File: src/design/fhts_pkg.sv
`default_nettype none

package fhts_pkg;

  localparam int unsigned POS_W = 9;

  localparam logic [POS_W-1:0] POS_LIMIT    = 9'd408;
  localparam logic [POS_W-1:0] HDR_LEN      = 9'd4;
  localparam logic [POS_W-1:0] SIG_END      = 9'd14;
  localparam logic [POS_W-1:0] REGION_START = 9'd24;
  localparam logic [5:0]       STRIDE_PHASE = 6'd24;
  localparam logic [3:0]       SIG_START    = 4'd4;

  localparam logic [15:0] MAGIC_A     = 16'hFFFF;
  localparam logic [15:0] MAGIC_B     = 16'hFFFE;
  localparam logic [15:0] BOARD_LIMIT = 16'd255;

  typedef logic [1:0] verdict_t;
  localparam verdict_t VERDICT_NONE = 2'd0;
  localparam verdict_t VERDICT_A    = 2'd1;
  localparam verdict_t VERDICT_B    = 2'd2;

  typedef struct packed {
    logic [7:0] data_byte;
    logic       first_byte;
    logic       last_byte;
    logic       need_boards;
  } item_t;

  typedef struct packed {
    logic [POS_W-1:0] position;
    logic [3:0][7:0]  header_bytes;
    logic             boards_required;
    logic             signature_match;
    logic             region_clean;
    logic             string_start_seen;
  } state_t;

  localparam state_t STATE_CLEAR = '{
    position:          '0,
    header_bytes:      '0,
    boards_required:   1'b0,
    signature_match:   1'b1,
    region_clean:      1'b1,
    string_start_seen: 1'b0
  };

  function automatic logic [7:0] sig_byte(input logic [3:0] idx);
    logic [7:0] b;
    case (idx)
      4'd0:    b = 8'h08;
      4'd1:    b = 8'h00;
      4'd2:    b = 8'h43;
      4'd3:    b = 8'h72;
      4'd4:    b = 8'h65;
      4'd5:    b = 8'h61;
      4'd6:    b = 8'h74;
      4'd7:    b = 8'h75;
      4'd8:    b = 8'h72;
      4'd9:    b = 8'h65;
      default: b = 8'h00;
    endcase
    return b;
  endfunction

  function automatic logic is_printable(input logic [7:0] b);
    return (b >= 8'h20) && (b <= 8'h7E);
  endfunction

endpackage

`default_nettype wire

File: src/design/fhts_track.sv
`default_nettype none

module fhts_track (
  input  wire logic            clk,
  input  wire logic            rst_n,
  input  wire logic            advance,
  input  wire fhts_pkg::item_t item,
  output fhts_pkg::state_t     state_nxt
);

  fhts_pkg::state_t state_r;
  fhts_pkg::state_t base;
  logic [fhts_pkg::POS_W-1:0] p;

  always_comb begin
    base = state_r;
    if (item.first_byte) begin
      base = fhts_pkg::STATE_CLEAR;
      base.boards_required = item.need_boards;
    end
    p = base.position;
    state_nxt = base;
    if (p < fhts_pkg::HDR_LEN) begin
      state_nxt.header_bytes[p[1:0]] = item.data_byte;
    end else if (p < fhts_pkg::SIG_END) begin
      if (item.data_byte != fhts_pkg::sig_byte(p[3:0] - fhts_pkg::SIG_START)) begin
        state_nxt.signature_match = 1'b0;
      end
    end
    if ((p >= fhts_pkg::REGION_START) && (p < fhts_pkg::POS_LIMIT)) begin
      if (!fhts_pkg::is_printable(item.data_byte) && (item.data_byte != 8'h00)) begin
        state_nxt.region_clean = 1'b0;
      end
      if ((p[5:0] == fhts_pkg::STRIDE_PHASE) && fhts_pkg::is_printable(item.data_byte)) begin
        state_nxt.string_start_seen = 1'b1;
      end
    end
    if (p < fhts_pkg::POS_LIMIT) begin
      state_nxt.position = p + 1'b1;
    end
  end

  always_ff @(posedge clk) begin
    if (!rst_n) begin
      state_r <= fhts_pkg::STATE_CLEAR;
    end else if (advance) begin
      state_r <= state_nxt;
    end
  end

  a_pos_bound: assert property (@(posedge clk) disable iff (!rst_n)
    state_r.position <= fhts_pkg::POS_LIMIT)
    else $error("position past limit");

  a_first_restart: assert property (@(posedge clk) disable iff (!rst_n)
    advance && item.first_byte |=> state_r.position == 9'd1)
    else $error("first byte did not restart position");

  a_hold_idle: assert property (@(posedge clk) disable iff (!rst_n)
    !advance |=> $stable(state_r))
    else $error("state changed without a word");

endmodule

`default_nettype wire

File: src/design/fhts_judge.sv
`default_nettype none

module fhts_judge (
  input  wire fhts_pkg::state_t  st,
  output fhts_pkg::verdict_t     verdict
);

  logic [15:0] magic;
  logic [15:0] boards;
  logic        is_a;
  logic        is_b;
  logic        hdr_ok;
  logic        sig_reject;
  logic        text_reject;

  always_comb begin
    magic       = {st.header_bytes[1], st.header_bytes[0]};
    boards      = {st.header_bytes[3], st.header_bytes[2]};
    is_a        = (magic == fhts_pkg::MAGIC_A);
    is_b        = (magic == fhts_pkg::MAGIC_B);
    hdr_ok      = (st.position >= fhts_pkg::HDR_LEN) && (is_a || is_b)
                  && (boards < fhts_pkg::BOARD_LIMIT)
                  && !(st.boards_required && (boards == 16'd0));
    sig_reject  = (st.position >= fhts_pkg::SIG_END) && is_a && st.signature_match;
    text_reject = st.region_clean && st.string_start_seen;
    if (!hdr_ok || sig_reject || text_reject) begin
      verdict = fhts_pkg::VERDICT_NONE;
    end else if (is_a) begin
      verdict = fhts_pkg::VERDICT_A;
    end else begin
      verdict = fhts_pkg::VERDICT_B;
    end
  end

endmodule

`default_nettype wire

File: src/design/file_header_type_sniffer.sv
`default_nettype none

// channel | ports                                              | dir
// in      | in_valid in_ready in_data_byte in_first_byte       | in
//         | in_last_byte in_need_boards                        |
// out     | out_valid out_ready out_verdict                    | out
//
// One byte per cycle, sustained, but for the stall below; a verdict is loaded
// into the result register when its last byte leaves the input register.
// A last byte waits in the input register while the result register holds an
// unaccepted verdict, and the input stalls behind it; otherwise no stall.
// rst_n is synchronous, active low, and clears both registers' valid flags
// and the per-file tracking state.
module file_header_type_sniffer (
  input  wire logic       clk,
  input  wire logic       rst_n,
  input  wire logic       in_valid,
  output logic            in_ready,
  input  wire logic [7:0] in_data_byte,
  input  wire logic       in_first_byte,
  input  wire logic       in_last_byte,
  input  wire logic       in_need_boards,
  output logic            out_valid,
  input  wire logic       out_ready,
  output logic [1:0]      out_verdict
);

  logic                 s1_valid_r;
  fhts_pkg::item_t      s1_item_r;
  logic                 s1_advance;
  logic                 out_free;
  logic                 out_valid_r;
  fhts_pkg::verdict_t   out_verdict_r;
  fhts_pkg::state_t     state_nxt;
  fhts_pkg::verdict_t   verdict_nxt;

  assign out_free   = !out_valid_r || out_ready;
  assign s1_advance = s1_valid_r && (!s1_item_r.last_byte || out_free);
  assign in_ready   = !s1_valid_r || s1_advance;

  fhts_track u_track (
    .clk       (clk),
    .rst_n     (rst_n),
    .advance   (s1_advance),
    .item      (s1_item_r),
    .state_nxt (state_nxt)
  );

  fhts_judge u_judge (
    .st      (state_nxt),
    .verdict (verdict_nxt)
  );

  always_ff @(posedge clk) begin
    if (!rst_n) begin
      s1_valid_r <= 1'b0;
    end else if (in_ready) begin
      s1_valid_r <= in_valid;
    end
  end

  always_ff @(posedge clk) begin
    if (in_ready && in_valid) begin
      s1_item_r <= '{data_byte:   in_data_byte,
                     first_byte:  in_first_byte,
                     last_byte:   in_last_byte,
                     need_boards: in_need_boards};
    end
  end

  always_ff @(posedge clk) begin
    if (!rst_n) begin
      out_valid_r <= 1'b0;
    end else if (out_free) begin
      out_valid_r <= s1_advance && s1_item_r.last_byte;
    end
  end

  always_ff @(posedge clk) begin
    if (s1_advance && s1_item_r.last_byte) begin
      out_verdict_r <= verdict_nxt;
    end
  end

  assign out_valid   = out_valid_r;
  assign out_verdict = out_verdict_r;

  a_verdict_code: assert property (@(posedge clk) disable iff (!rst_n)
    out_valid_r |-> (out_verdict_r == fhts_pkg::VERDICT_NONE)
                 || (out_verdict_r == fhts_pkg::VERDICT_A)
                 || (out_verdict_r == fhts_pkg::VERDICT_B))
    else $error("illegal verdict code");

  a_mid_no_stall: assert property (@(posedge clk) disable iff (!rst_n)
    s1_valid_r && !s1_item_r.last_byte |-> s1_advance)
    else $error("non-final byte stalled");

  a_last_loads_out: assert property (@(posedge clk) disable iff (!rst_n)
    s1_advance && s1_item_r.last_byte |=> out_valid_r)
    else $error("last byte produced no verdict");

endmodule

`default_nettype wire
File: config.mk
export PLATFORM = sky130hd
export DESIGN_NAME = file_header_type_sniffer
export DESIGN_NICKNAME = d
export VERILOG_FILES = /design/src/design/fhts_pkg.sv /design/src/design/fhts_track.sv /design/src/design/fhts_judge.sv /design/src/design/file_header_type_sniffer.sv
export SDC_FILE = /design/constraint.sdc
export NUM_CORES = 1
export LEC_CHECK = 0
export BUFFER_PORTS_ARGS = -buffer_cell sky130_fd_sc_hd__buf_2
export CORE_ASPECT_RATIO = 1.1
export CORE_MARGIN = 2
export CORE_UTILIZATION = 45
export DETAILED_ROUTE_END_ITERATION = 8
export SYNTH_ARGS = -nofsm -noshare
export SYNTH_HDL_FRONTEND = slang
export SYNTH_SLANG_ARGS = --single-unit
File: constraint.sdc
create_clock -name clk -period 9.5 [get_ports clk]
set_input_delay 0.475 -clock clk [delete_from_list [all_inputs] [get_ports clk]]
set_output_delay 0.475 -clock clk [all_outputs]
set_load 0.005 [all_outputs]
Word level (Yosys, flattened, before mapping). Memory sizes are Yosys's and may differ from the RTL's. Index checks and enable logic that the tools add are counted. Widths: inputs -> output; s select.

Add/sub/neg operators: 2. $lt $le $gt $ge: 11. Equality and inequality tests: 4. Multiplexer cells: 15. Reduce and logical (&&, ||, !) cells: 29.

Operators with widths (count): $mux 45 (1); $bwmux 32 (1); $eq 16x16->1 const B (2); $mux 32 (1); $mux 8 (3); $demux 8 s2 (1); $logic_not 16->1 (1); $lt 16x8->1 const B (1); $logic_and 1x1->1 (15); $add 9x1->9 const B (1); $ge 9x3->1 const B (1); $ge 9x4->1 const B (1); $ge 9x5->1 const B (1); $lt 9x3->1 const B (1); $lt 9x4->1 const B (1); $lt 9x9->1 const B (1); $mux 9 (1); $ge 8x6->1 const B (1); $le 8x7->1 const B (1); $ne 8x8->1 (1); $reduce_bool 8->1 (1); $eq 6x5->1 const B (1); $logic_not 1->1 (6); $logic_or 1x1->1 (6); other kinds (5) (10).

Flip-flop bits (word level): 60. Bits in read-only memories: 112. Input port bits: 15. Output and inout bits: 4. Word-level logic and storage cells: 78. Memories kept: 1.

Memory list: (no name shown) (words 16, width 7, read ports 1, clocked after Yosys merged registers in 0, write ports 0, RTL line fhts_pkg.sv:50) `case (idx)`.

Longest topological paths before layout.
Depth in word-level cells: 15. Depth in mapped cells: 15. Gate-level depth less buffers: 12.

By module. Synthesis repeated with hierarchy kept, for this count alone.

Cells, all modules: 428. Area total of the unflattened synthesis: 3562.2 sq um.

By module, submodules not included: fhts_track (times used 1, cells an instance 379, area an instance 2899.0 sq um, sequential area each 900.9 sq um); file_header_type_sniffer (times used 1, cells an instance 25, area an instance 508.0 sq um, sequential area each 430.4 sq um); fhts_judge (times used 1, cells an instance 24, area an instance 155.1 sq um, sequential area each 0.0 sq um).

Worst setup path before layout. OpenSTA, ideal clock, no wires.

Kind: reg-to-reg. Start: register s1_item_r[2] (netlist name). End: register out_verdict_r[0] (netlist: out_verdict[0]) (data pin). Library setup time: 0.270 ns. Data arrival time: 2.895 ns. Required time: 9.230 ns. Slack: 6.335 ns. Stages on the path, launching flop included: 16. Path buffers: 3. Clock period less this slack: 3.165 ns. Cells stage by stage: edfxtp_1 > clkbuf_1 > clkbuf_1 > clkbuf_1 > nand2b_1 > inv_1 > ha_1 > inv_1 > ha_1 > nand2b_1 > o31ai_1 > xor2_1 > a2111oi_0 > nand4_1 > nand2_1 > a2111oi_2.

Word-level cells in the longest chain between the ends: 15. Elaborated cells between the ends (all ways): 47. Those cells by class: add/sub: 2; order compare: 9; eq/ne: 4; mux: 15; reduce/logical: 16; memory: 1.

RTL lines: start, declared (RTL line file_header_type_sniffer.sv:29) `fhts_pkg::item_t s1_item_r;`; start signal, assigned (RTL line file_header_type_sniffer.sv:64) `s1_item_r <= '{data_byte: in_data_byte,`; $mux 45 * (RTL line fhts_track.sv:17) `if (item.first_byte) begin`; branches (longest 14 deep; another with $mem_v2 16x7); end signal, assigned (RTL line file_header_type_sniffer.sv:81) `out_verdict_r <= verdict_nxt;`; end, declared (RTL line file_header_type_sniffer.sv:33) `fhts_pkg::verdict_t out_verdict_r;`.

Mark *: on every way between the ends. The select of a mux whose other input is x is not followed. A chain may end at the register's enable or synchronous reset.

Worst setup path in the final report. Ends and elaborated chain as after synthesis.

==> insert_results.sql <==
INSERT INTO impl_metrics (metric_group, metric, value, unit) VALUES
('synth', 'synth.yosys.seq_area_share', '38.4', '%'),
('clock_tree', 'path_clk_slew', '0.07', 'ns'),
('floorplan', 'floorplan.die.height', '96.1', 'microns'),
('drt', 'route.detailed.vias_per_inst', '5.81', ''),
('place', 'place_area', '3530', 'sq um'),
('timing', 'finalCriticalPeriod', '3.32', 'ns'),
('finish', 'insertedDiodeCount', '0', ''),
('grt', 'grt_start_max_net_pins', '48', ''),
('grt', 'first_pass_grt_wire_length', '14600', 'microns'),
('grt', 'grt_antenna_before_repair', '0', ''),
('floorplan', 'dieArea', '8430', 'sq um'),
('synth', 'syn_nets', '415', ''),
('finish', 'final_cell_mix', '47 x sky130_fd_sc_hd__dfxtp_1, 39 x sky130_fd_sc_hd__nor2b_1, 31 x sky130_fd_sc_hd__a22oi_1', ''),
('synth', 'yosys.area.top_type', 'sky130_fd_sc_hd__dfxtp_1', ''),
('timing', 'setup-violations-final', '0', ''),
('synth', 'synth.cell_area', '3470', 'sq um'),
('clock_tree', 'clock_sink_count', '60', ''),
('drt', 'route.detailed.wl_per_inst', '17.3', 'microns'),
('pwr', 'maximum_resistive_drop_on_vdd', '125', 'uV'),
('synth', 'yosys.area.top_type_share', '27.1', '%'),
('place', 'place.detailed.instances', '486', ''),
('worst_setup_path', 'timing.critical_path.required', '9.57', 'ns'),
('floorplan', 'design.core.area', '7470', 'sq um'),
('synth', 'ys_warn_count', '0', ''),
('worst_setup_path', 'crit_slowest_cell', 'sky130_fd_sc_hd__ha_1', ''),
('worst_setup_path', 'critical_path_fanouts_max', '42', ''),
('finish', 'register_area', '1330', 'sq um'),
('clock_tree', 'max-clock-path-buffers', '2', ''),
('drt', 'dr.first_iter.drc_count', '272', ''),
('worst_setup_path', 'reg2reg_from', 's1_item_r[2]', ''),
('job', 'timing.max_cap.violations', '0', ''),
('pwr', 'power_density', '154', 'nW/um^2'),
('finish', 'num-fill-cells', '736', ''),
('outcome', 'run_status', 'complete, no violations', ''),
('finish', 'multi_input_comb_area', '1930', 'sq um'),
('timing', 'worstMarginPinSlew', '1.12', 'ns'),
('drt', 'detailroute.via_count', '2919', ''),
('hold_path', 'timing.hold.worst.class', 'in2reg', ''),
('floorplan', 'floorplan.initialDensity', '46.4', '%'),
('finish', 'finish.cell_count_without_fillers', '502', ''),
('synth', 'syn_inst', '394', ''),
('place', 'port_buffers', '18', ''),
('timing', 'max_clock_freq', '0.301', 'GHz'),
('drt', 'postRouteAntennaNets', '0', ''),
('pwr', 'p_leak', '1.32', 'nW'),
('clock_tree', 'tritoncts.num_buffers', '9', ''),
('finish', 'commonest_non_fill_non_tap_cell_in_the_layout', 'sky130_fd_sc_hd__dfxtp_1', ''),
('clock_tree', 'clock_insertion_delay_worst_skew', '0.34', 'ns'),
('clock_tree', 'cts_hold_buffers_added', '0', ''),
('finish', 'num-nets-final', '413', ''),
('timing', 'min_period_over_period', '34.9', '%'),
('drt', 'drc', '0', ''),
('place', 'dpl.hpwl', '5820', 'microns'),
('worst_setup_path', 'crit_path_start_kind', 'flop', ''),
('worst_setup_path', 'timing.critical_path.cells', 'buf_4, nand2b_1, inv_1, ha_1, nor2b_1, xnor2_1, o21ai_0, a2111oi_0, nand4_1, nand2_1, a2111oi_2', ''),
('clock_tree', 'ctsResizeCount', '0', ''),
('synth', 'synthTopCellsByArea', 'sky130_fd_sc_hd__dfxtp_1 27%, sky130_fd_sc_hd__edfxtp_1 11%, sky130_fd_sc_hd__nor2b_1 7.0%', ''),
('synth', 'ys_seq_elements', '60', ''),
('worst_setup_path', 'crit_type', 'reg2reg', ''),
('clock_tree', 'h-tree-depth', '3', ''),
('floorplan', 'io-pin-count', '19', ''),
('place', 'gp_congestion', '0.971', ''),
('synth', 'ys_async_sr_fraction', '0', '%'),
('grt', 'grtUsageTotal', '22.8', '%'),
('timing', 'finalClockSkew', '0.0112', 'ns'),
('timing', 'hold_viol', '0', ''),
('synth', 'synth-edff-count', '13', ''),
('grt', 'grt_overflow_total', '0', ''),
('floorplan', 'placementRows', '33', ''),
('timing', 'timing.max_slew.rel_slack', '24.7', '%'),
('finish', 'final_layout_size_suffix_gt1_share', '11.3', '%');
[critical path: cells and delay by family, from the launching register on]
family | cells | cell delay, ns
buffers and inverters | 2 | 0.51
XOR/XNOR | 1 | 0.12
adder cells (fa/ha/maj) | 1 | 0.57
AO/OA/AOI/OAI | 3 | 0.65
AND/OR/NAND/NOR | 4 | 0.84
flip-flops | 1 | 0.33
[cell families after synthesis]
logic type	after synthesis	share of synthesized area (%)
AO/OA/AOI/OAI	108	22.6
XOR/XNOR	8	2.02
adder cells (fa/ha/maj)	6	2.16
buffers and inverters	43	6.06
flip-flops	60	38.4
multiplexers	8	2.31
AND/OR/NAND/NOR	161	26.5
[cells in the mapped netlist, types with 6 or more instances]
cell	n
sky130_fd_sc_hd__clkbuf_1	23
sky130_fd_sc_hd__dfxtp_1	47
sky130_fd_sc_hd__ha_1	6
sky130_fd_sc_hd__a21oi_1	18
sky130_fd_sc_hd__mux2i_1	8
sky130_fd_sc_hd__nand2_1	26
sky130_fd_sc_hd__nor2_1	23
sky130_fd_sc_hd__inv_1	11
sky130_fd_sc_hd__nor3_1	10
sky130_fd_sc_hd__nor2b_1	39
sky130_fd_sc_hd__o21ai_0	15
sky130_fd_sc_hd__nand4_1	7
sky130_fd_sc_hd__nand2b_1	9
sky130_fd_sc_hd__a22oi_1	31
sky130_fd_sc_hd__edfxtp_1	13
sky130_fd_sc_hd__nand3_1	13
[per-layer routing]
metal	track usage (%)	vias up	wire length, microns
li1	-	1440	-
met1	30.9	1366	4070
met2	34.8	93	4020
met3	4.72	20	384
met4	10.4	0	227
met5	0	-	0
[power breakdown]
part	internal [mW]	switching (mW)	leakage, nW	total [mW]
combinational	0.0188	0.0273	0.699	0.0461
sequential	0.267	0.0115	0.509	0.279
clock	0.148	0.104	0.111	0.252
[registers in the layout, indices dropped and copies added (netlist names)]
| name | cells |
|---|---|
| out_valid | 1 |
| out_verdict | 2 |
| s1_item_r | 11 |
| s1_valid_r | 1 |
| u_track.state_r | 45 |
[stage by stage]
step                worst slack (ns)  power, mW  hold slack [ns]  util (%)
floorplan                       6.34      0.317            0.437         -
global placement                6.31      0.330            0.460      47.2
detailed placement              6.25      0.330            0.479      47.2
CTS                             6.22      0.583            0.292      50.1
global route                    5.84      0.602            0.284      50.1
finish                          6.18      0.578            0.308      50.1
[area by class of cell]
class / count / share of cell area, %
multi-input combinational: 291 / 51.5
clock buffer: 10 / 3.41
tap: 105 / 3.51
sequential: 60 / 35.5
clock inverter: 6 / 2.34
inverter: 11 / 1.10
timing repair buffer: 19 / 2.61
[path summary, 6_finish.rpt]
kind	to	slack, ns	cells past startpoint
worst max-delay path	out_verdict[0]	6.18	11
worst min-delay path	s1_item_r[2]	0.31	1
worst max register to register	out_verdict[0]	6.18	11
worst min register to register	u_track.state_r[36]	0.48	2
Power figures use the tool's default switching activity.
